$ cat src/rtl/core/mcpe_pkg.sv
// Package for the mesh command packet encryptor: payload types, register
// indexes and AES helper functions. No dependencies.
package mcpe_pkg;

  localparam int CfgIdxW = 3;
  localparam int CfgDataW = 64;
  localparam int QueueDepth = 2;

  typedef enum logic [CfgIdxW-1:0] {
    REG_KEY_LO  = 3'd0,
    REG_KEY_HI  = 3'd1,
    REG_LINK    = 3'd2,
    REG_VENDOR  = 3'd3,
    REG_COUNT   = 3'd4,
    REG_READY   = 3'd5
  } cfg_reg_t;

  typedef struct packed {
    logic [3:0]  payload_count;
    logic [15:0] payload_hi;
    logic [63:0] payload_lo;
    logic [7:0]  command_op;
    logic [15:0] target_addr;
  } cmd_in_t;

  typedef struct packed {
    logic [31:0] packet_bytes_16_19;
    logic [63:0] packet_bytes_8_15;
    logic [63:0] packet_bytes_0_7;
    logic        accepted;
  } pkt_out_t;

  // Classified job handed from the front to the back.
  typedef struct packed {
    logic         accepted;
    logic [127:0] key;
    logic [127:0] nonce;
    logic [127:0] iv;
    logic [119:0] plain;   // packet bytes 5..19, byte 5 in bits 7:0
    logic [15:0]  counter;
  } job_t;

  function automatic logic [7:0] sbox(input logic [7:0] a);
    logic [7:0] t [256];
    t = '{
      8'h63,8'h7c,8'h77,8'h7b,8'hf2,8'h6b,8'h6f,8'hc5,8'h30,8'h01,8'h67,8'h2b,8'hfe,8'hd7,8'hab,8'h76,
      8'hca,8'h82,8'hc9,8'h7d,8'hfa,8'h59,8'h47,8'hf0,8'had,8'hd4,8'ha2,8'haf,8'h9c,8'ha4,8'h72,8'hc0,
      8'hb7,8'hfd,8'h93,8'h26,8'h36,8'h3f,8'hf7,8'hcc,8'h34,8'ha5,8'he5,8'hf1,8'h71,8'hd8,8'h31,8'h15,
      8'h04,8'hc7,8'h23,8'hc3,8'h18,8'h96,8'h05,8'h9a,8'h07,8'h12,8'h80,8'he2,8'heb,8'h27,8'hb2,8'h75,
      8'h09,8'h83,8'h2c,8'h1a,8'h1b,8'h6e,8'h5a,8'ha0,8'h52,8'h3b,8'hd6,8'hb3,8'h29,8'he3,8'h2f,8'h84,
      8'h53,8'hd1,8'h00,8'hed,8'h20,8'hfc,8'hb1,8'h5b,8'h6a,8'hcb,8'hbe,8'h39,8'h4a,8'h4c,8'h58,8'hcf,
      8'hd0,8'hef,8'haa,8'hfb,8'h43,8'h4d,8'h33,8'h85,8'h45,8'hf9,8'h02,8'h7f,8'h50,8'h3c,8'h9f,8'ha8,
      8'h51,8'ha3,8'h40,8'h8f,8'h92,8'h9d,8'h38,8'hf5,8'hbc,8'hb6,8'hda,8'h21,8'h10,8'hff,8'hf3,8'hd2,
      8'hcd,8'h0c,8'h13,8'hec,8'h5f,8'h97,8'h44,8'h17,8'hc4,8'ha7,8'h7e,8'h3d,8'h64,8'h5d,8'h19,8'h73,
      8'h60,8'h81,8'h4f,8'hdc,8'h22,8'h2a,8'h90,8'h88,8'h46,8'hee,8'hb8,8'h14,8'hde,8'h5e,8'h0b,8'hdb,
      8'he0,8'h32,8'h3a,8'h0a,8'h49,8'h06,8'h24,8'h5c,8'hc2,8'hd3,8'hac,8'h62,8'h91,8'h95,8'he4,8'h79,
      8'he7,8'hc8,8'h37,8'h6d,8'h8d,8'hd5,8'h4e,8'ha9,8'h6c,8'h56,8'hf4,8'hea,8'h65,8'h7a,8'hae,8'h08,
      8'hba,8'h78,8'h25,8'h2e,8'h1c,8'ha6,8'hb4,8'hc6,8'he8,8'hdd,8'h74,8'h1f,8'h4b,8'hbd,8'h8b,8'h8a,
      8'h70,8'h3e,8'hb5,8'h66,8'h48,8'h03,8'hf6,8'h0e,8'h61,8'h35,8'h57,8'hb9,8'h86,8'hc1,8'h1d,8'h9e,
      8'he1,8'hf8,8'h98,8'h11,8'h69,8'hd9,8'h8e,8'h94,8'h9b,8'h1e,8'h87,8'he9,8'hce,8'h55,8'h28,8'hdf,
      8'h8c,8'ha1,8'h89,8'h0d,8'hbf,8'he6,8'h42,8'h68,8'h41,8'h99,8'h2d,8'h0f,8'hb0,8'h54,8'hbb,8'h16};
    return t[a];
  endfunction

  function automatic logic [7:0] xt(input logic [7:0] b);
    return {b[6:0], 1'b0} ^ (b[7] ? 8'h1b : 8'h00);
  endfunction

  // Blocks hold AES byte i in bits 8i+7:8i.
  function automatic logic [127:0] rev16(input logic [127:0] a);
    logic [127:0] r;
    for (int i = 0; i < 16; i++) r[8*i +: 8] = a[8*(15-i) +: 8];
    return r;
  endfunction

  // One AES round; last drops MixColumns.
  function automatic logic [127:0] aes_round(input logic [127:0] s, input logic [127:0] rk,
                                             input logic last);
    logic [127:0] t;
    logic [7:0] a0, a1, a2, a3, al;
    for (int c = 0; c < 4; c++)
      for (int i = 0; i < 4; i++)
        t[8*(4*c+i) +: 8] = sbox(s[8*(4*((c+i)%4)+i) +: 8]);
    if (!last) begin
      for (int c = 0; c < 4; c++) begin
        a0 = t[8*(4*c) +: 8]; a1 = t[8*(4*c+1) +: 8];
        a2 = t[8*(4*c+2) +: 8]; a3 = t[8*(4*c+3) +: 8];
        al = a0 ^ a1 ^ a2 ^ a3;
        t[8*(4*c) +: 8]   = a0 ^ al ^ xt(a0 ^ a1);
        t[8*(4*c+1) +: 8] = a1 ^ al ^ xt(a1 ^ a2);
        t[8*(4*c+2) +: 8] = a2 ^ al ^ xt(a2 ^ a3);
        t[8*(4*c+3) +: 8] = a3 ^ al ^ xt(a3 ^ a0);
      end
    end
    return t ^ rk;
  endfunction

  function automatic logic [127:0] next_rk(input logic [127:0] k, input logic [7:0] rcon);
    logic [127:0] r;
    logic [31:0] w;
    w = {sbox(k[103:96]), sbox(k[127:120]), sbox(k[119:112]), sbox(k[111:104]) ^ rcon};
    r[31:0]   = k[31:0] ^ w;
    r[63:32]  = k[63:32] ^ r[31:0];
    r[95:64]  = k[95:64] ^ r[63:32];
    r[127:96] = k[127:96] ^ r[95:64];
    return r;
  endfunction

endpackage

$ cat src/rtl/core/mcpe_front.sv
// Front end: holds the configuration registers and the packet counter,
// and turns each command into a job for the AES back end. Uses mcpe_pkg.
module mcpe_front (
  input  logic                          clk,
  input  logic                          rst_n,
  input  logic                          cfg_we,
  input  logic [mcpe_pkg::CfgIdxW-1:0]  cfg_idx,
  input  logic [mcpe_pkg::CfgDataW-1:0] cfg_data,
  input  logic                          take,
  input  mcpe_pkg::cmd_in_t             cmd,
  output mcpe_pkg::job_t                job
);
  import mcpe_pkg::*;

  logic [63:0] key_lo_r, key_hi_r;
  logic [31:0] link_r;
  logic [15:0] vendor_r, ctr_r, ctr_nxt;
  logic        ready_r;
  logic [3:0]  n;
  logic [79:0] raw;
  logic [79:0] pay;
  logic [127:0] key_b;

  always_comb begin
    n = (cmd.payload_count > 4'd10) ? 4'd10 : cmd.payload_count;
    raw = {cmd.payload_hi, cmd.payload_lo};
    for (int i = 0; i < 10; i++) begin
      pay[8*i +: 8] = (4'(i) < n) ? raw[8*i +: 8] : 8'h00;
    end
    ctr_nxt = (ctr_r == 16'hffff) ? 16'd1 : ctr_r + 16'd1;
    key_b = {key_hi_r, key_lo_r};
    job.accepted = ready_r;
    job.counter  = ctr_r;
    job.key      = rev16(key_b);
    job.plain    = {pay, vendor_r, cmd.command_op, cmd.target_addr};
    // Nonce and IV reversed here so the back end runs plain AES.
    job.nonce = rev16({56'd0, 8'h0f, 8'h00, ctr_r, 8'h01, link_r});
    job.iv    = rev16({56'd0, 8'h00, ctr_r, 8'h01, link_r, 8'h00});
  end

  always_ff @(posedge clk) begin
    if (!rst_n) begin
      key_lo_r <= '0; key_hi_r <= '0; link_r <= '0; vendor_r <= '0;
      ctr_r <= 16'd1; ready_r <= 1'b0;
    end else begin
      if (take && ready_r) ctr_r <= ctr_nxt;
      if (cfg_we) begin
        case (cfg_idx)
          REG_KEY_LO: key_lo_r <= cfg_data;
          REG_KEY_HI: key_hi_r <= cfg_data;
          REG_LINK:   link_r <= cfg_data[31:0];
          REG_VENDOR: vendor_r <= cfg_data[15:0];
          REG_COUNT:  ctr_r <= (cfg_data[15:0] == 16'd0) ? 16'd1 : cfg_data[15:0];
          REG_READY:  ready_r <= cfg_data[0];
          default: ;
        endcase
      end
    end
  end
endmodule

$ cat config.mk
export PLATFORM = sky130hd
export DESIGN_NAME = mcpe_front
export DESIGN_NICKNAME = d
export VERILOG_FILES = /design/src/rtl/core/mcpe_pkg.sv /design/src/rtl/core/mcpe_front.sv
export SDC_FILE = /design/constraint.sdc
export NUM_CORES = 1
export LEC_CHECK = 0
export BUFFER_PORTS_ARGS = -buffer_cell sky130_fd_sc_hd__buf_4
export CORE_AREA = 2 2 276 278
export CTS_BUF_LIST = sky130_fd_sc_hd__clkbuf_16
export DETAILED_ROUTE_END_ITERATION = 10
export DIE_AREA = 0 0 278 280
export SLEW_MARGIN = 20
export SYNTH_ARGS = -nofsm -noshare
export SYNTH_HDL_FRONTEND = slang
export SYNTH_SLANG_ARGS = --single-unit
$ cat constraint.sdc
create_clock -name clk -period 3.2 [get_ports clk]
set_input_delay 0.48 -clock clk [delete_from_list [all_inputs] [get_ports clk]]
set_output_delay 0.48 -clock clk [all_outputs]
set_load 0.02 [all_outputs]
* Yosys cells after proc, flatten, opt, wreduce, memory -nomap -nowiden
Index checks and enable logic that the tools add are counted.
** Operators by class
- $add $sub $neg :: 1
- Magnitude comparators :: 11
- Eq/ne operators :: 6
- Mux-type cells :: 16
- Reductions and logical operators :: 8
** Operators with widths (count)
- 16-bit 2-to-1 mux :: 5
- 8-bit 2-to-1 mux :: 10
- 16-bit by 1-bit adder with 16-bit output (second input constant) :: 1
- 16-bit equality test (second input constant) :: 1
- 16-bit zero test :: 1
- 3-bit by 4-bit < comparator with 1-bit output (first input constant) :: 4
- 2-bit AND reduction :: 5
- 1-bit by 4-bit < comparator with 1-bit output (first input constant) :: 2
- 2-bit by 4-bit < comparator with 1-bit output (first input constant) :: 2
- 4-bit < comparator (first input constant) :: 2
- 3-bit by 2-bit equality test with 1-bit output (second input constant) :: 2
- 3-bit equality test (second input constant) :: 2
- 4-bit > comparator (second input constant) :: 1
- 4-bit 2-to-1 mux :: 1
- 3-bit by 1-bit equality test with 1-bit output (second input constant) :: 1
- 3-bit zero test :: 1
- 1-bit logical AND :: 1
** Storage, ports and cells
- Flip-flop bits (word level) :: 193

* Longest topological paths before layout
- Word-level depth :: 5
- Gate-level depth with buffers :: 7
- Gate-level depth less buffers :: 6

* Least setup slack after synthesis
Ideal clock, no wire load.
- Path kind :: input to output
- Start :: input cmd[105] in the netlist's numbering
- End :: output job[56] in the netlist's numbering
- Data arrival time :: 1.477 ns
- Data required time :: 2.720 ns
- Path slack :: 1.243 ns
- Stages on the path :: 3
- Buffers on the path :: 0
- Cells stage by stage :: or2_2 > nor3_1 > nor2b_1
** RTL lines
- start, declared :: RTL line mcpe_front.sv:10 : input mcpe_pkg::cmd_in_t cmd,
- end, declared :: RTL line mcpe_front.sv:11 : output mcpe_pkg::job_t job

==> results.md <==
- The critical path arrival is 2030 ps.
- The longest individual stage delay on the worst path is 580 ps.
- Yosys mapped the design onto 38 distinct sky130hd cell types.
- Counting every instance in the synthesized netlist gives 1230.
- The shortest period the worst path allows is 2510 ps.
- In the post-route analysis, the smallest setup slack over all paths is 689 ps.
- The portion of synthesized cell area occupied by the leading cell type is 41.0%.
- Clock tree synthesis found a total of 193 sinks.
- The last weighted congestion value of the routability-driven placer is 0.904.
- The clock reaches the later pin of the worst-skew pair after 480 ps.
- The average footprint of a synthesized cell is 7.66 um2.
- The count of input and output buffers is 491.
- The initial antenna violation count is 2.
- The share of layout cells above drive strength 1 is 34.0%.
- Counting instances, the worst hold path has a depth of 3.
- The placeable core area is 75200 um2.
- The worst setup path is captured at a primary output.
- Counting stages on the worst path, the most repeated cell is sky130_fd_sc_hd__buf_4.
- The global-route track usage on met1 is 12.8%.
- The first-pass detailed-route iteration total is 5.
- By startpoint and endpoint, the worst setup path is classified as primary input to primary output.
- By area the synthesized netlist is led by sky130_fd_sc_hd__dfxtp_1 41%, sky130_fd_sc_hd__buf_4 20%, sky130_fd_sc_hd__nand2_1 15%.
- For this block, the routed nets add up to 40900 um of wire.
- The remaining global-route overflow is 0.
- The detail route stage leaves a number of antenna-violating nets equal to 0.
- The clock transition at the register clock pins on the worst setup and hold paths after CTS is 90 ps.
- The critical path runs through a total of 5 cells.
- Entering global routing, the biggest net connects 71 pins.
- In this run the count of I/O pins placed on the die edge is 700.
- The proportion of power drawn by the clock network is 38.1%.
- The most crowded layer after global routing is met2.
- The post-CTS setup buffer count is 0.
- Dividing the detail-routed via count by the number of cells gives 3.41.
- The switching portion of total power is 32.7%.
- The worst setup skew after layout is 5.76 ps.
- The cell area after synthesis is 9430 um2.
- The number of setup violations in the final report is 0.
- The die span in y is 280 um.
- The largest buffer count on any clock path is 2.
- The hold path endpoint is key_lo_r[60].
- In this run the worst path has a maximum fanout of 8.
- The die width is 278 um.
- For the worst flop-to-flop path, the logic depth is 6.
- The via count of the first global-routing pass is 8296.
- The worst hold path startpoint is cfg_data[60].
- After detailed routing, the average wire length per cell comes to 15.8 um.
- The register bit total from synthesis is 193.
- In the final timing run, aggregate negative setup slack is 0 ps.
- Per report_power, the combinational group accounts for 18.4% of the total.
- Relative to the synthesized area, the layout overhead comes to 44.4%.
- The end of the worst register-to-register path is ctr_r[11].
- The remaining max-slew budget at the tightest pin is 35.6%.
- In the final design database the tool counted 1784 nets.
- The max capacitance violation total is 0.
- In this run, flip-flops and latches consume 43.5% of the power.
- The worst register-to-register path has a setup slack of 1080 ps.
- The count of final hold-check violations is 0.
- The nature of the critical path startpoint is a primary input.
- The row count is 101.
- The net switching power is 1.88 mW.
- The number of buffers created by CTS is 17.
- The global-route track usage on met3 is 4.01%.
- During synthesis, Yosys emitted a total of 0 warnings.
- The leakage power is 5.81 nW.
- The signal on the critical path passes through buf_4 -> or2_2 -> a21oi_1 -> nor2b_1 -> buf_4.
- For the worst setup path, the data required time is 2720 ps.
- The antenna diode count is 0.
- The final period utilization is 78.5%.
- The number of violations reported at the end of detailed-routing iteration 0 is 375.
- For this run, the top clock speed supported by timing is 398 MHz.
- The total vias in the final route is 8850.
- The number of gates resized after cts is 0.
- The post-DP HPWL is 31700 um.
- Together, buffers and inverters on the worst path number 2.
- The CTS tree is built.
- Of the synthesized area, sequential elements account for 41.0%.
- The setup slack at placement is 732 ps.
- The clock root buffer is sky130_fd_sc_hd__clkbuf_16.
- In this run the number of H-tree levels came out at 4.
- The initial core utilization is 12.5%.
- The total global routing track utilization is 10.1%.
- The cell-internal power is 3.87 mW.
- The cell at the slowest stage of the critical path is sky130_fd_sc_hd__a21oi_1.
- The number of filler cells placed in the layout is 8459.
- The flow ran to the end, and the final reports show no timing, DRC or antenna violations.
- The path class of the tightest hold or removal check is primary input to flop.
- The floorplan die area is 77800 um2.
- The first global-routing pass estimated 57300 um of wire.
- The worst register-to-register path begins at ctr_r[0].
- For the pin with the worst max-slew slack, the measured transition is 966 ps.
- Across the VDD grid, the largest voltage drop is 0.267 mV.
- Broken down by cell family, the worst path's largest delay share belongs to simple AND/OR/NAND/NOR gates.
- The cell accounting for the most synthesized area is sky130_fd_sc_hd__dfxtp_1.
- The number of pins exceeding their max-slew limit in the final report is 0.
- The number of hold buffers added after CTS was 0.
- Global routing consumed, on the met2 layer, 15.3% of the routing resources.
- Setup repair after global routing left no endpoint under its margin.
- The power density over cell area is 422 nW/um2.
- After detailed routing, the number of remaining DRC violations is 0.
[flip-flops by register name, indices dropped and copies added (netlist names)]
name / count
key_hi_r: 64
key_lo_r: 64
link_r: 32
ctr_r: 16
vendor_r: 16
ready_r: 1
[cell type report]
class | instances | area [um2] | share of cell area, %
flip-flops and latches | 193 | 3860 | 28.4
well taps | 978 | 1220 | 8.99
repair buffers | 505 | 3830 | 28.1
multi-input cells | 886 | 4100 | 30.1
inverters | 1 | 8.76 | 0.0643
clock buffers | 17 | 425 | 3.12
clock inverters | 15 | 165 | 1.21
[power groups by stage]
stage               clock (mW)  combinational, mW  sequential (mW)
floorplan                    0              0.684             2.60
detailed placement           0               1.05             2.55
global route              2.38               1.12             2.51
global placement             0               1.05             2.55
finish                    2.19               1.06             2.50
CTS                       2.29               1.06             2.50
[metrics by stage]
step                cell area (um2)  util [%]  instances  power [mW]  hold slack, ps
floorplan                     10000         -       1388        3.29             516
global placement              13000      17.3       2563        3.60             442
detailed placement            13000      17.3       2563        3.61             447
CTS                           13600      18.1       2595        5.84             190
global route                  13600      18.1       2595        6.01             219
finish                        13600      18.1       2595        5.74             241
[worst min-delay path: stages]
cell                      delay [ps]
sky130_fd_sc_hd__buf_4           110
sky130_fd_sc_hd__nand2_1          50
sky130_fd_sc_hd__a21oi_1          50
[synth_stat cells, drive strengths merged]
master / number
nand2: 371
buf: 252
dfxtp: 193
a21oi: 182
nor2b: 57
clkbuf: 56
and2: 26
nand3: 15
nor2: 9
xnor2: 8
nor3: 6
o22ai: 6
xor2: 6
nand4: 5
nor4: 5
o21ai: 5
a211oi: 4
a31oi: 3
and4: 3
o21a: 3
and2b: 2
conb: 2
nand2b: 2
or3: 2
and3: 1
ha: 1
inv: 1
mux2i: 1
o311ai: 1
o32a: 1
or2: 1
[per-layer routing]
layer,vias to the layer above,routed length [um]
met5,-,12
met4,2,1080
met3,57,3710
met2,431,18200
met1,4080,17900
li1,4280,-
[how the worst max path moves through the flow]
| stage | startpoint | endpoint | slack (ps) |
|---|---|---|---|
| 6_report | cmd[105] | job[92] | 690 |
| 5_1_grt | cmd[105] | job[92] | 650 |
| 4_1_cts | cmd[105] | job[92] | 730 |
| 3_5_place_dp | cmd[105] | job[92] | 730 |
| 3_3_place_gp | cmd[105] | job[92] | 740 |
| 2_1_floorplan | cmd[105] | job[56] | 1240 |
[cell families (layout without fill, tap and decap cells)]
group | count (synthesis) | after routing | synth area share [%]
compound gates | 205 | 205 | 11.3
xor+xnor | 14 | 14 | 1.30
fa+ha+maj | 1 | 1 | 0.133
buf+inv | 309 | 538 | 22.3
flops | 193 | 193 | 41.0
mux | 1 | 1 | 0.106
other cells | 2 | 160 | 0.0797
simple gates | 505 | 505 | 23.9
[cells in the final DEF, fill, tap and decap left out, types with 3 or more instances in the layout]
master,synthesis,final
sky130_fd_sc_hd__buf_4,249,502
sky130_fd_sc_hd__clkinv_8,0,4
sky130_fd_sc_hd__a211oi_1,4,4
sky130_fd_sc_hd__nor2b_1,57,57
sky130_fd_sc_hd__clkbuf_16,0,17
sky130_fd_sc_hd__buf_12,0,3
sky130_fd_sc_hd__conb_1,2,160
sky130_fd_sc_hd__nand4_1,4,4
sky130_fd_sc_hd__nand3_1,14,13
sky130_fd_sc_hd__xnor2_1,8,8
sky130_fd_sc_hd__nor3_1,3,3
sky130_fd_sc_hd__dfxtp_1,193,193
sky130_fd_sc_hd__o22ai_1,6,6
sky130_fd_sc_hd__nor4_1,4,4
sky130_fd_sc_hd__nand2_1,371,370
sky130_fd_sc_hd__o21ai_0,5,5
sky130_fd_sc_hd__a21oi_1,182,182
sky130_fd_sc_hd__inv_8,0,4
sky130_fd_sc_hd__o21a_1,3,3
sky130_fd_sc_hd__nor2_1,9,8
sky130_fd_sc_hd__xor2_1,6,6
sky130_fd_sc_hd__inv_6,0,4
sky130_fd_sc_hd__a31oi_1,3,3
sky130_fd_sc_hd__and2_1,26,26
Note: power is estimated with default switching activity, not from simulation.
