[src/rtl/core/mcpe_pkg.sv]
// Package for the mesh command packet encryptor: payload types, register
// indexes and AES helper functions. No dependencies.
package mcpe_pkg;

  localparam int CfgIdxW = 3;
  localparam int CfgDataW = 64;
  localparam int QueueDepth = 2;

  typedef enum logic [CfgIdxW-1:0] {
    REG_KEY_LO  = 3'd0,
    REG_KEY_HI  = 3'd1,
    REG_LINK    = 3'd2,
    REG_VENDOR  = 3'd3,
    REG_COUNT   = 3'd4,
    REG_READY   = 3'd5
  } cfg_reg_t;

  typedef struct packed {
    logic [3:0]  payload_count;
    logic [15:0] payload_hi;
    logic [63:0] payload_lo;
    logic [7:0]  command_op;
    logic [15:0] target_addr;
  } cmd_in_t;

  typedef struct packed {
    logic [31:0] packet_bytes_16_19;
    logic [63:0] packet_bytes_8_15;
    logic [63:0] packet_bytes_0_7;
    logic        accepted;
  } pkt_out_t;

  // Classified job handed from the front to the back.
  typedef struct packed {
    logic         accepted;
    logic [127:0] key;
    logic [127:0] nonce;
    logic [127:0] iv;
    logic [119:0] plain;   // packet bytes 5..19, byte 5 in bits 7:0
    logic [15:0]  counter;
  } job_t;

  function automatic logic [7:0] sbox(input logic [7:0] a);
    logic [7:0] t [256];
    t = '{
      8'h63,8'h7c,8'h77,8'h7b,8'hf2,8'h6b,8'h6f,8'hc5,8'h30,8'h01,8'h67,8'h2b,8'hfe,8'hd7,8'hab,8'h76,
      8'hca,8'h82,8'hc9,8'h7d,8'hfa,8'h59,8'h47,8'hf0,8'had,8'hd4,8'ha2,8'haf,8'h9c,8'ha4,8'h72,8'hc0,
      8'hb7,8'hfd,8'h93,8'h26,8'h36,8'h3f,8'hf7,8'hcc,8'h34,8'ha5,8'he5,8'hf1,8'h71,8'hd8,8'h31,8'h15,
      8'h04,8'hc7,8'h23,8'hc3,8'h18,8'h96,8'h05,8'h9a,8'h07,8'h12,8'h80,8'he2,8'heb,8'h27,8'hb2,8'h75,
      8'h09,8'h83,8'h2c,8'h1a,8'h1b,8'h6e,8'h5a,8'ha0,8'h52,8'h3b,8'hd6,8'hb3,8'h29,8'he3,8'h2f,8'h84,
      8'h53,8'hd1,8'h00,8'hed,8'h20,8'hfc,8'hb1,8'h5b,8'h6a,8'hcb,8'hbe,8'h39,8'h4a,8'h4c,8'h58,8'hcf,
      8'hd0,8'hef,8'haa,8'hfb,8'h43,8'h4d,8'h33,8'h85,8'h45,8'hf9,8'h02,8'h7f,8'h50,8'h3c,8'h9f,8'ha8,
      8'h51,8'ha3,8'h40,8'h8f,8'h92,8'h9d,8'h38,8'hf5,8'hbc,8'hb6,8'hda,8'h21,8'h10,8'hff,8'hf3,8'hd2,
      8'hcd,8'h0c,8'h13,8'hec,8'h5f,8'h97,8'h44,8'h17,8'hc4,8'ha7,8'h7e,8'h3d,8'h64,8'h5d,8'h19,8'h73,
      8'h60,8'h81,8'h4f,8'hdc,8'h22,8'h2a,8'h90,8'h88,8'h46,8'hee,8'hb8,8'h14,8'hde,8'h5e,8'h0b,8'hdb,
      8'he0,8'h32,8'h3a,8'h0a,8'h49,8'h06,8'h24,8'h5c,8'hc2,8'hd3,8'hac,8'h62,8'h91,8'h95,8'he4,8'h79,
      8'he7,8'hc8,8'h37,8'h6d,8'h8d,8'hd5,8'h4e,8'ha9,8'h6c,8'h56,8'hf4,8'hea,8'h65,8'h7a,8'hae,8'h08,
      8'hba,8'h78,8'h25,8'h2e,8'h1c,8'ha6,8'hb4,8'hc6,8'he8,8'hdd,8'h74,8'h1f,8'h4b,8'hbd,8'h8b,8'h8a,
      8'h70,8'h3e,8'hb5,8'h66,8'h48,8'h03,8'hf6,8'h0e,8'h61,8'h35,8'h57,8'hb9,8'h86,8'hc1,8'h1d,8'h9e,
      8'he1,8'hf8,8'h98,8'h11,8'h69,8'hd9,8'h8e,8'h94,8'h9b,8'h1e,8'h87,8'he9,8'hce,8'h55,8'h28,8'hdf,
      8'h8c,8'ha1,8'h89,8'h0d,8'hbf,8'he6,8'h42,8'h68,8'h41,8'h99,8'h2d,8'h0f,8'hb0,8'h54,8'hbb,8'h16};
    return t[a];
  endfunction

  function automatic logic [7:0] xt(input logic [7:0] b);
    return {b[6:0], 1'b0} ^ (b[7] ? 8'h1b : 8'h00);
  endfunction

  // Blocks hold AES byte i in bits 8i+7:8i.
  function automatic logic [127:0] rev16(input logic [127:0] a);
    logic [127:0] r;
    for (int i = 0; i < 16; i++) r[8*i +: 8] = a[8*(15-i) +: 8];
    return r;
  endfunction

  // One AES round; last drops MixColumns.
  function automatic logic [127:0] aes_round(input logic [127:0] s, input logic [127:0] rk,
                                             input logic last);
    logic [127:0] t;
    logic [7:0] a0, a1, a2, a3, al;
    for (int c = 0; c < 4; c++)
      for (int i = 0; i < 4; i++)
        t[8*(4*c+i) +: 8] = sbox(s[8*(4*((c+i)%4)+i) +: 8]);
    if (!last) begin
      for (int c = 0; c < 4; c++) begin
        a0 = t[8*(4*c) +: 8]; a1 = t[8*(4*c+1) +: 8];
        a2 = t[8*(4*c+2) +: 8]; a3 = t[8*(4*c+3) +: 8];
        al = a0 ^ a1 ^ a2 ^ a3;
        t[8*(4*c) +: 8]   = a0 ^ al ^ xt(a0 ^ a1);
        t[8*(4*c+1) +: 8] = a1 ^ al ^ xt(a1 ^ a2);
        t[8*(4*c+2) +: 8] = a2 ^ al ^ xt(a2 ^ a3);
        t[8*(4*c+3) +: 8] = a3 ^ al ^ xt(a3 ^ a0);
      end
    end
    return t ^ rk;
  endfunction

  function automatic logic [127:0] next_rk(input logic [127:0] k, input logic [7:0] rcon);
    logic [127:0] r;
    logic [31:0] w;
    w = {sbox(k[103:96]), sbox(k[127:120]), sbox(k[119:112]), sbox(k[111:104]) ^ rcon};
    r[31:0]   = k[31:0] ^ w;
    r[63:32]  = k[63:32] ^ r[31:0];
    r[95:64]  = k[95:64] ^ r[63:32];
    r[127:96] = k[127:96] ^ r[95:64];
    return r;
  endfunction

endpackage

[src/rtl/core/mcpe_queue.sv]
// Two-entry queue of jobs between front and back end. Uses mcpe_pkg.
module mcpe_queue (
  input  logic           clk,
  input  logic           rst_n,
  input  logic           wr,
  input  mcpe_pkg::job_t wdata,
  output logic           full,
  input  logic           rd,
  output logic           empty,
  output mcpe_pkg::job_t rdata
);
  import mcpe_pkg::*;

  job_t mem [QueueDepth];
  logic [$clog2(QueueDepth)-1:0] wp_r, rp_r;
  logic [$clog2(QueueDepth):0] cnt_r;

  assign full  = (cnt_r == ($clog2(QueueDepth)+1)'(QueueDepth));
  assign empty = (cnt_r == '0);
  assign rdata = mem[rp_r];

  always_ff @(posedge clk) begin
    if (wr && !full) mem[wp_r] <= wdata;
  end

  always_ff @(posedge clk) begin
    if (!rst_n) begin
      wp_r <= '0; rp_r <= '0; cnt_r <= '0;
    end else begin
      if (wr && !full) wp_r <= wp_r + 1'b1;
      if (rd && !empty) rp_r <= rp_r + 1'b1;
      cnt_r <= cnt_r + ((wr && !full) ? 1'b1 : 1'b0) - ((rd && !empty) ? 1'b1 : 1'b0);
    end
  end
endmodule

[config.mk]
export PLATFORM = sky130hd
export DESIGN_NAME = mcpe_queue
export DESIGN_NICKNAME = d
export VERILOG_FILES = /design/src/rtl/core/mcpe_pkg.sv /design/src/rtl/core/mcpe_queue.sv
export SDC_FILE = /design/constraint.sdc
export NUM_CORES = 1
export LEC_CHECK = 0
export ABC_AREA = 1
export BUFFER_PORTS_ARGS = -buffer_cell sky130_fd_sc_hd__buf_2
export CORE_AREA = 2 2 413 415
export DETAILED_ROUTE_END_ITERATION = 16
export DIE_AREA = 0 0 415 417
export PLACE_DENSITY = 0.48
export SLEW_MARGIN = 20
export SYNTH_ARGS = -nofsm -noshare
export SYNTH_HDL_FRONTEND = slang
export SYNTH_SLANG_ARGS = --single-unit
[constraint.sdc]
create_clock -name clk -period 38.2 [get_ports clk]
set_input_delay 9.55 -clock clk [delete_from_list [all_inputs] [get_ports clk]]
set_output_delay 9.55 -clock clk [all_outputs]
set_load 0.03 [all_outputs]
==> Word-level counts from Yosys, hierarchy flattened <==
Memories as Yosys holds them, arrays and structs flattened. A register that Yosys moved wholly into a read port is not among the register bits.
Index checks and enable logic that the tools add are counted.
{ "totals": {"regBits": 4, "ram_bits": 1042, "input_bits": 525, "wordCells": 20, "mem_count": 1} }
{ "mem_list": {"columns": ["name", "words", "word_bits", "rd", "rd_ports_with_merged_regs", "wr", "line_no", "source"], "rows": [
  ["mem", 2, 521, 1, 1, 1, "mcpe_queue.sv:14", "job_t mem [QueueDepth];"]
]} }
{ "op_classes": {"addsub": 4, "eq_ne": 1, "n_mux": 6, "reduce_logical": 5} }
{ "ops": {"columns": ["op", "count"], "rows": [
  ["two-way mux 1 bit", 6],
  ["adder 1 bit (second input constant)", 2],
  ["adder 2 x 1 -> 2 bit", 1],
  ["== test 2 bit (second input constant)", 1],
  ["logical AND 1 bit", 2],
  ["zero test 1 bit", 2],
  ["zero test 2 bit", 1],
  ["subtractor 2 x 1 -> 2 bit", 1]
]} }

==> Longest topological paths before layout <==
Gate-level depths: netlist of the first run.
{ "logic_depth": {"depth_word": 6, "depth_mapped": 11} }

==> Worst setup path before layout of the first run <==
No wires, ideal clock.
{ "synth_path": {"kind": "input -> register", "start": "in wr", "end": "mem mem[0][0] in the netlist's numbering, enable pin", "t_arrival_ps": 31167, "t_required_ps": 36785, "path_slack_ps": 5617, "stages": 2, "path_buffers": 0, "cell_sequence": "nand2_1 > nor2_1"} }
{ "synth_between": {"elab_chain_cells": 3} }
{ "synth_rtl": {"columns": ["element", "line_no", "source"], "rows": [
  ["start: declaration", "mcpe_queue.sv:5", "input logic wr,"],
  ["logical AND 1 bit", "mcpe_queue.sv:23", "if (wr && !full) mem[wp_r] <= wdata;"],
  ["two-way mux 1 bit", "mcpe_queue.sv:23", null],
  ["two-way mux 1 bit (implied by the code)", "mcpe_queue.sv:23", null],
  ["end: declaration", "mcpe_queue.sv:14", null]
]} }
Every way passes these cells.

==> results of run 1 <==
## flip-flops by register name, summed over array words and instances (netlist names), named ones only
| signal | flops |
|---|---|
| rp_r | 1 |
| cnt_r | 2 |
| wp_r | 1 |
| mem | 1042 |
## where the power goes
| part | internal, mW | leakage (nW) | switching [mW] |
|---|---|---|---|
| Sequential | 1.46 | 9.78 | 0.0366 |
| Combinational | 0.309 | 6.25 | 0.694 |
| Clock | 0.579 | 1.67 | 0.437 |
| Total | 2.35 | 17.7 | 1.17 |
## cell usage after synthesis
| library cell | number | area (um2) |
|---|---|---|
| inv_1 | 9 | 33.78 |
| ha_1 | 2 | 25.02 |
| a21oi_1 | 2 | 10.01 |
| nand2_1 | 9 | 33.78 |
| buf_6 | 47 | 529.3 |
| mux2_2 | 521 | 5867 |
| nor2_1 | 8 | 30.03 |
| dfxtp_1 | 5 | 100.1 |
| buf_2 | 3 | 15.01 |
| edfxtp_1 | 1042 | 31290 |
| clkbuf_8 | 8 | 110.1 |
| nand3_1 | 3 | 15.01 |
## final cells by class
cell class | count | area (um2) | share of cell area
Tap cell | 2218 | 2775 | 0.05658
Multi-Input combinational cell | 545 | 5988 | 0.1221
Clock buffer | 146 | 3015 | 0.06148
Antenna cell | 9 | 22.52 | 0.0004592
Clock inverter | 57 | 394.1 | 0.008036
Sequential cell | 1047 | 31390 | 0.6401
Timing Repair Buffer | 1069 | 5418 | 0.1105
Inverter | 9 | 41.29 | 0.0008418
## placed cells by master (no fill, tap or decap), drive strengths merged
| cell | count |
|---|---|
| a21oi | 2 |
| buf | 1069 |
| bufinv | 4 |
| clkbuf | 146 |
| clkinv | 46 |
| clkinvlp | 2 |
| dfxtp | 5 |
| diode | 9 |
| edfxtp | 1042 |
| ha | 2 |
| inv | 14 |
| mux2 | 521 |
| nand2 | 9 |
| nand3 | 3 |
| nor2 | 8 |
## critical path, cell delays in order, from the launching register on
cell and delay [ns]:
dfxtp_4 0.98, buf_4 0.66, buf_4 0.85, mux2_2 0.46, buf_2 0.19
## per-stage QoR
stage,std cells,hold WS [ns]
3_3_place_gp,4888,0.4878
5_1_grt,5098,0.5597
4_1_cts,5091,0.5013
3_5_place_dp,4888,0.4873
6_report,5100,0.4969
2_1_floorplan,1659,0.4675
## layer usage
layer,up-vias,GRT usage
li1,8934,-
met1,10210,0.1290
met2,633,0.2100
met3,171,0.03875
met4,22,0.02864
met5,-,0
## final timing paths
kind	end	slack (ns)	startpoint
setup reg to reg	mem[0][119]	34.05	cnt_r[0]
hold / removal	rp_r	0.50	rp_r
hold reg to reg	rp_r	0.50	rp_r
setup / recovery	rdata[392]	24.52	flip-flop
## logic make-up after synthesis
logic type               count (synthesis)  synth area share
flip-flops                            1047            0.8248
multiplexers                           521            0.1542
buffers and inverters                   67           0.01808
AO/OA/AOI/OAI                            2         0.0002630
adder cells (fa/ha/maj)                  2         0.0006574
AND/OR/NAND/NOR                         20          0.002071
==> results_dict.tcl, run 1 <==
set metrics [dict create \
    status "complete, no violations" \
    vdd_drop_max_mv 0.03987 \
    grt_pass1_wl_mm 145.7 \
    gp_congestion 0.8102 \
    drv_cap 0 \
    grt_max_degree 148 \
    avgSynthCellArea_um2 22.94 \
    routed_wl_mm 105.0 \
    ys_seq_elements 1047 \
    fp.dieW_um 415 \
    cts_buffers 113 \
    overflow 0 \
    grt_setup_unrepaired "false" \
    tritoncts "done" \
    start_util 0.2258 \
    num_rows 151 \
    fmax_ghz 0.07311 \
    die_h_um 417 \
    top_layer "met5" \
    synth_cells 1659 \
    worstSkewPairLatency_ns 0.71 \
    whs_path_depth 2 \
    arrival_ns 4.13 \
    portBuffers 1047 \
    final.setup.worst_slack_ns 24.52 \
    final-setup-viol-count 0 \
    worstSetupPathType "flip-flop to output pin" \
    power.leakage_nw 17.69 \
    wl_met3_mm 7.119 \
    yosysWarnings 0 \
    reg2reg_depth 7 \
    io_pins 1048 \
    wl_per_cell_um 20.59 \
    via_per_inst 3.916 \
    synth.yosys.seq_area_share 0.8248 \
    wl_met2_mm 56.14 \
    vias 19970 \
    dp_hpwl_mm 74.44 \
    htreeDepth 3 \
    relSlewSlack 0.2600 \
    grt_pass1_vias 20340 \
    fin_crit_sh 0.3581 \
    clock_skew_ns 0.02383 \
    drive_above_1_share 0.6056 \
    clockRootBuffer "clkbuf_16" \
    place_area_mm2 0.04562 \
    ctsResizeCount 0 \
    postCtsSetupRepairBufs 0 \
    first_pass_iters 5 \
    synth_area_mm2 0.03806 \
    ant_nets 0 \
    setup.worst_path.start_class "flip-flop" \
    pre_cts_ws_ns 24.79 \
    crit_fanout 73 \
    drc 0 \
    fin_setup_tns_ns 0 \
    m1WireLength_mm 39.66 \
    cp-end-kind "output pin" \
    synth_cell_type_count 12 \
    hold_class "flip-flop to flip-flop" \
    final_util 0.2910 \
    dieArea_mm2 0.1731 \
    slew_viol_final 0 \
    core_area_mm2 0.1685 \
    syn_to_final_growth_pct 28.87 \
    fin_crit_ns 13.68 \
    hold_viol_final 0 \
    total_power_mw 3.515 \
    required_ns 28.65 \
    clock_sinks 1047 \
    grt.total_usage 0.1155 \
    postLayoutCellArea_mm2 0.04905 \
    synthesis.nets 2186 \
    pwr_density_cell_mw_per_mm2 71.66 \
    dr.first_iter.drc_count 983 \
    cts_hold_buf 0 \
    worst_pin_slew_ns 1.110 \
    nets 3312 \
    path_clk_slew_ns 0.06 \
    fillers 17020 \
    antenna_found_initial 34 \
    clockBufferDepth 3 \
]
No activity file was read; power rests on OpenSTA's default activity.
==> run 2: changes to the inputs <==
- CORE_AREA: 2 2 413 415 -> 2 2 409 411
- DIE_AREA: 0 0 415 417 -> 0 0 411 413
- PLACE_DENSITY: 0.48 -> 0.5
- clock period: 38.2 -> 11.25 ns (I/O delays scaled with it)
==> run 2 against run 1 <==
- non-clock buffer count is 6 lower
- sequential share of layout area is 0.19 points lower
- die area is 1.9% lower
- via count is 1.2% higher
- combinational power grew to 3.4 times the previous value
- routed wire length is 7.9% higher
- first-iteration DRC count is 35% higher
- worst setup slack worse by 20 ns
- register-to-register slack worse by 26 ns
- worst hold slack better by 0.010 ns
- power grew to 3.4 times the previous value
- cell area is 0.30% higher
- critical path type unchanged
- critical endpoint is now rdata[361]
==> results_dict.tcl, run 2 (synthesis results as in run 1) <==
set metrics [dict create \
    cts_hold_buf 0 \
    clockRootBuffer "clkbuf_16" \
    num_rows 150 \
    worstSkewPairLatency_ns 0.74 \
    core_area_mm2 0.1659 \
    clock_skew_ns 0.01928 \
    die_h_um 413 \
    postCtsSetupRepairBufs 0 \
    first_pass_iters 7 \
    grt.total_usage 0.1268 \
    final_common_cell "buf_2" \
    relSlewSlack 0.1940 \
    htreeDepth 3 \
    cp-end-kind "output pin" \
    dieArea_mm2 0.1697 \
    regArea_mm2 0.03139 \
    fin_crit_ns 6.546 \
    ctsResizeCount 0 \
    dr.first_iter.drc_count 1326 \
    arrival_ns 3.73 \
    wl_per_cell_um 22.27 \
    status "complete, no violations" \
    cts_buffers 112 \
    overflow 0 \
    drive_above_1_share 0.6072 \
    slowest_delay_ns 0.76 \
    final_cell_mix "buf_2 (1047), edfxtp_1 (1042), mux2_2 (521)" \
    via_per_inst 3.972 \
    worstSetupPathType "flip-flop to output pin" \
    io_pins 1048 \
    fmax_ghz 0.1528 \
    vias 20210 \
    start_util 0.2294 \
    drc 0 \
    fin_crit_sh 0.5819 \
    final-setup-viol-count 0 \
    cpMaxStageDelayCell "dfxtp_4" \
    path_clk_slew_ns 0.06 \
    fillers 16630 \
    syn_to_final_growth_pct 29.26 \
    pwr_density_cell_mw_per_mm2 244.5 \
    setup.worst_path.start_class "flip-flop" \
    hold_class "flip-flop to flip-flop" \
    gp_congestion 0.8449 \
    worst_pin_slew_ns 1.209 \
    largest_reg_flops 1042 \
    multi_input_area_mm2 0.005988 \
    grt_pass1_vias 20400 \
    dp_hpwl_mm 82.63 \
    reg_top3 "mem: 1042 flops, cnt_r: 2 flops" \
    fp.dieW_um 411 \
    grt_max_degree 158 \
    total_power_mw 12.03 \
    crit_fanout 150 \
    grt_setup_unrepaired "false" \
    fin_setup_tns_ns 0 \
    grt_pass1_wl_mm 152.3 \
    clockBufferDepth 3 \
    routed_wl_mm 113.3 \
    required_ns 8.44 \
    clock_sinks 1047 \
    portBuffers 1047 \
    hold_viol_final 0 \
    tritoncts "done" \
    ant_nets 0 \
    slew_viol_final 0 \
    vdd_drop_max_mv 0.1517 \
    largest_register "mem" \
    nets 3305 \
    power.leakage_nw 17.72 \
    antenna_found_initial 82 \
    drv_cap 0 \
    cp_cell_sequence "buf_4, buf_12, mux2_2, buf_2" \
]
run 2: cell type report:
type | count | area share
diodes | 15 | 0.0007630
clock buffers | 134 | 0.05951
clock inverters | 71 | 0.01180
inverters | 9 | 0.0007630
multi-input cells | 545 | 0.1217
flip-flops and latches | 1047 | 0.6381
well taps | 2204 | 0.05605
repair buffers | 1063 | 0.1112
run 2: routing by layer:
metal  wire length [um]  part of all wire  global-route usage  up-vias
li1                   -                 -                   -     8926
met1              43380              0.38              0.1471    10070
met2              55530              0.49              0.2129      949
met3              10350             0.091             0.04560      246
met4               3888             0.034             0.05033       20
met5                138            0.0012                   0        -
run 2: per-stage QoR:
stage / cell area [um2] / instances / hold slack (ns) / setup slack (ns) / util
2_1_floorplan: 38070 / 1659 / 0.4675 / 0.09731 / -
3_3_place_gp: 45650 / 4868 / 0.4794 / 5.502 / 0.2752
3_5_place_dp: 45650 / 4868 / 0.4956 / 5.462 / 0.2752
4_1_cts: 49160 / 5073 / 0.5092 / 4.579 / 0.2963
5_1_grt: 49180 / 5083 / 0.5356 / 4.510 / 0.2964
6_report: 49200 / 5088 / 0.5072 / 4.704 / 0.2965
run 2: critical path, delay by kind of cell (launching register included):
family   cells  cell delay, ns
mux          1            0.43
buf+inv      3            1.45
flops        1            0.76
run 2: report_power, final:
group / total (mW) / leakage (nW) / internal [mW] / switching [mW]
clock network: 3.54 / 1.71 / 2.01 / 1.53
logic: 3.39 / 6.24 / 1.06 / 2.33
registers: 5.10 / 9.78 / 4.96 / 0.140
total: 12.0 / 17.7 / 8.03 / 4.00
run 2: final timing paths:
check	start	to	slack (ns)	cells after the start
worst min register to register	rp_r	flip-flop	0.51	2
worst max-delay path	flip-flop	rdata[361]	4.70	4
worst min-delay path	rp_r	flip-flop	0.51	2
worst max register to register	cnt_r[0]	mem[1][313]	8.01	6
==> run 3: changes to the inputs <==
- CORE_AREA: 2 2 409 411 -> 2 2 413 415
- DIE_AREA: 0 0 411 413 -> 0 0 415 417
- PLACE_DENSITY: 0.5 -> 0.48
- clock period: 11.25 -> 6.3 ns (I/O delays scaled with it)
==> run 3 against run 2 <==
- sequential share of layout area shrank 0.53 points
- cell area is 0.84% higher
- via count down 0.13%
- worst setup slack worse by 2.8 ns
- routed wire length down 4.9%
- critical path depth is the same
- register-to-register slack lost 4.3 ns
- core utilization fell by 0.21 points
==> results_dict.tcl, run 3 (synthesis results as in run 1) <==
set metrics [dict create \
    status "complete, no violations" \
    arrival_ns 2.81 \
    r2r-end "mem[0][414]" \
    slowest_delay_ns 0.71 \
    cp_cell_sequence "buf_12, buf_12, mux2_2, buf_2" \
    start_util 0.2258 \
    via_per_inst 3.911 \
    final_common_cell "buf_2" \
    path_clk_slew_ns 0.06 \
    relSlewSlack 0.4553 \
    final-setup-viol-count 0 \
    portBuffers 1047 \
    largest_register "mem" \
    crit_fanout 62 \
    htreeDepth 3 \
    final.setup.worst_slack_ns 1.919 \
    ant_nets 0 \
    drc 0 \
    worst_pin_slew_ns 0.8171 \
    worstSetupPathType "flip-flop to output pin" \
    core_area_mm2 0.1685 \
    worstSkewPairLatency_ns 0.75 \
    grt_setup_unrepaired "false" \
    fmax_ghz 0.2282 \
    overflow 0 \
    hold_viol_final 0 \
    slew_viol_final 0 \
    crit_path_frequent_cell "buf_12" \
    io_pins 1048 \
    pwr_density_cell_mw_per_mm2 433.4 \
    power.leakage_nw 17.95 \
    dieArea_mm2 0.1731 \
    final_cell_mix "buf_2 (1047), edfxtp_1 (1042), mux2_2 (521)" \
    die_h_um 417 \
    cts_hold_buf 0 \
    grt_pass1_vias 21280 \
    cts_buffers 113 \
    clock_skew_ns 0.02339 \
    fin_crit_sh 0.6954 \
    largest_reg_flops 1042 \
    vias 20180 \
    drive_above_1_share 0.6107 \
    gp_congestion 0.8588 \
    dr.first_iter.drc_count 1125 \
    vdd_drop_max_mv 0.2221 \
    drv_cap 0 \
    hold_class "flip-flop to flip-flop" \
    rr_startpoint "cnt_r[0]" \
    num_rows 151 \
    reg2reg_slack_ns 3.74 \
    fin_crit_ns 4.381 \
    grt_pass1_wl_mm 148.6 \
    whs_path_depth 2 \
    reg2reg_depth 6 \
    clock_sinks 1047 \
    hold_start "rp_r" \
    total_power_mw 21.50 \
    required_ns 4.72 \
    tritoncts "done" \
    grt.total_usage 0.1191 \
    routed_wl_mm 107.8 \
    reg_top3 "mem: 1042 flops, cnt_r: 2 flops" \
    syn_to_final_growth_pct 30.35 \
    cp-end-kind "output pin" \
    first_pass_iters 4 \
    grt_max_degree 98 \
    clockRootBuffer "clkbuf_16" \
    wl_per_cell_um 20.89 \
    dp_hpwl_mm 79.89 \
    nets 3353 \
    ctsResizeCount 0 \
    postCtsSetupRepairBufs 0 \
    cpMaxStageDelayCell "dfxtp_4" \
    clockBufferDepth 3 \
    pre_cts_ws_ns 2.541 \
    hold_ws_ns 0.4988 \
    setup.worst_path.start_class "flip-flop" \
    fp.dieW_um 415 \
    antenna_found_initial 54 \
]
## run 3: where the power goes
group / total (mW) / internal [mW] / leakage (nW) / switching, mW
registers: 9.08 / 8.83 / 9.78 / 0.244
clock network: 6.25 / 3.54 / 1.69 / 2.70
logic: 6.18 / 1.99 / 6.49 / 4.19
## run 3: critical path: cells and delay by family, from the launching register on
kind	cells	cell delay (ns)
muxes	1	0.39
DFF	1	0.71
buffers and inverters	3	0.82
## run 3: stage by stage
stage,util,cells,instance area (um2),TNS (ns)
finish,0.2944,5161,49610,0
global route,0.2943,5156,49600,0
CTS,0.2940,5136,49550,0
detailed placement,0.2735,4929,46090,0
global placement,0.2735,4929,46090,0
floorplan,-,1659,38100,-3660.77
## run 3: layout make-up
class	instances	area, um2
antenna	25	62.56
clock inverter	62	470.5
inverter	9	37.54
sequential	1047	31390
clock buffer	145	2990
fill	17040	118900
tap	2218	2775
timing repair buffer	1110	5863
multi-input combinational	545	6017
## run 3: routing by layer
metal / vias up / GRT usage / part of all wire
met2: 709 / 0.2063 / 0.51
met1: 10150 / 0.1249 / 0.37
met4: 40 / 0.05833 / 0.041
met3: 254 / 0.04841 / 0.080
li1: 9035 / - / -
met5: - / 0 / 0.0024
## run 3: worst max path at each step
stage,startpoint,end,slack [ns],cells after the start
5_1_grt,flip-flop,rdata[513],1.73,4
3_5_place_dp,wr,mem[0][414],2.54,5
3_3_place_gp,wr,mem[0][416],2.54,5
6_report,flip-flop,rdata[179],1.92,4
4_1_cts,flip-flop,rdata[513],1.74,4
2_1_floorplan,wr,mem[1][0],-3.57,2
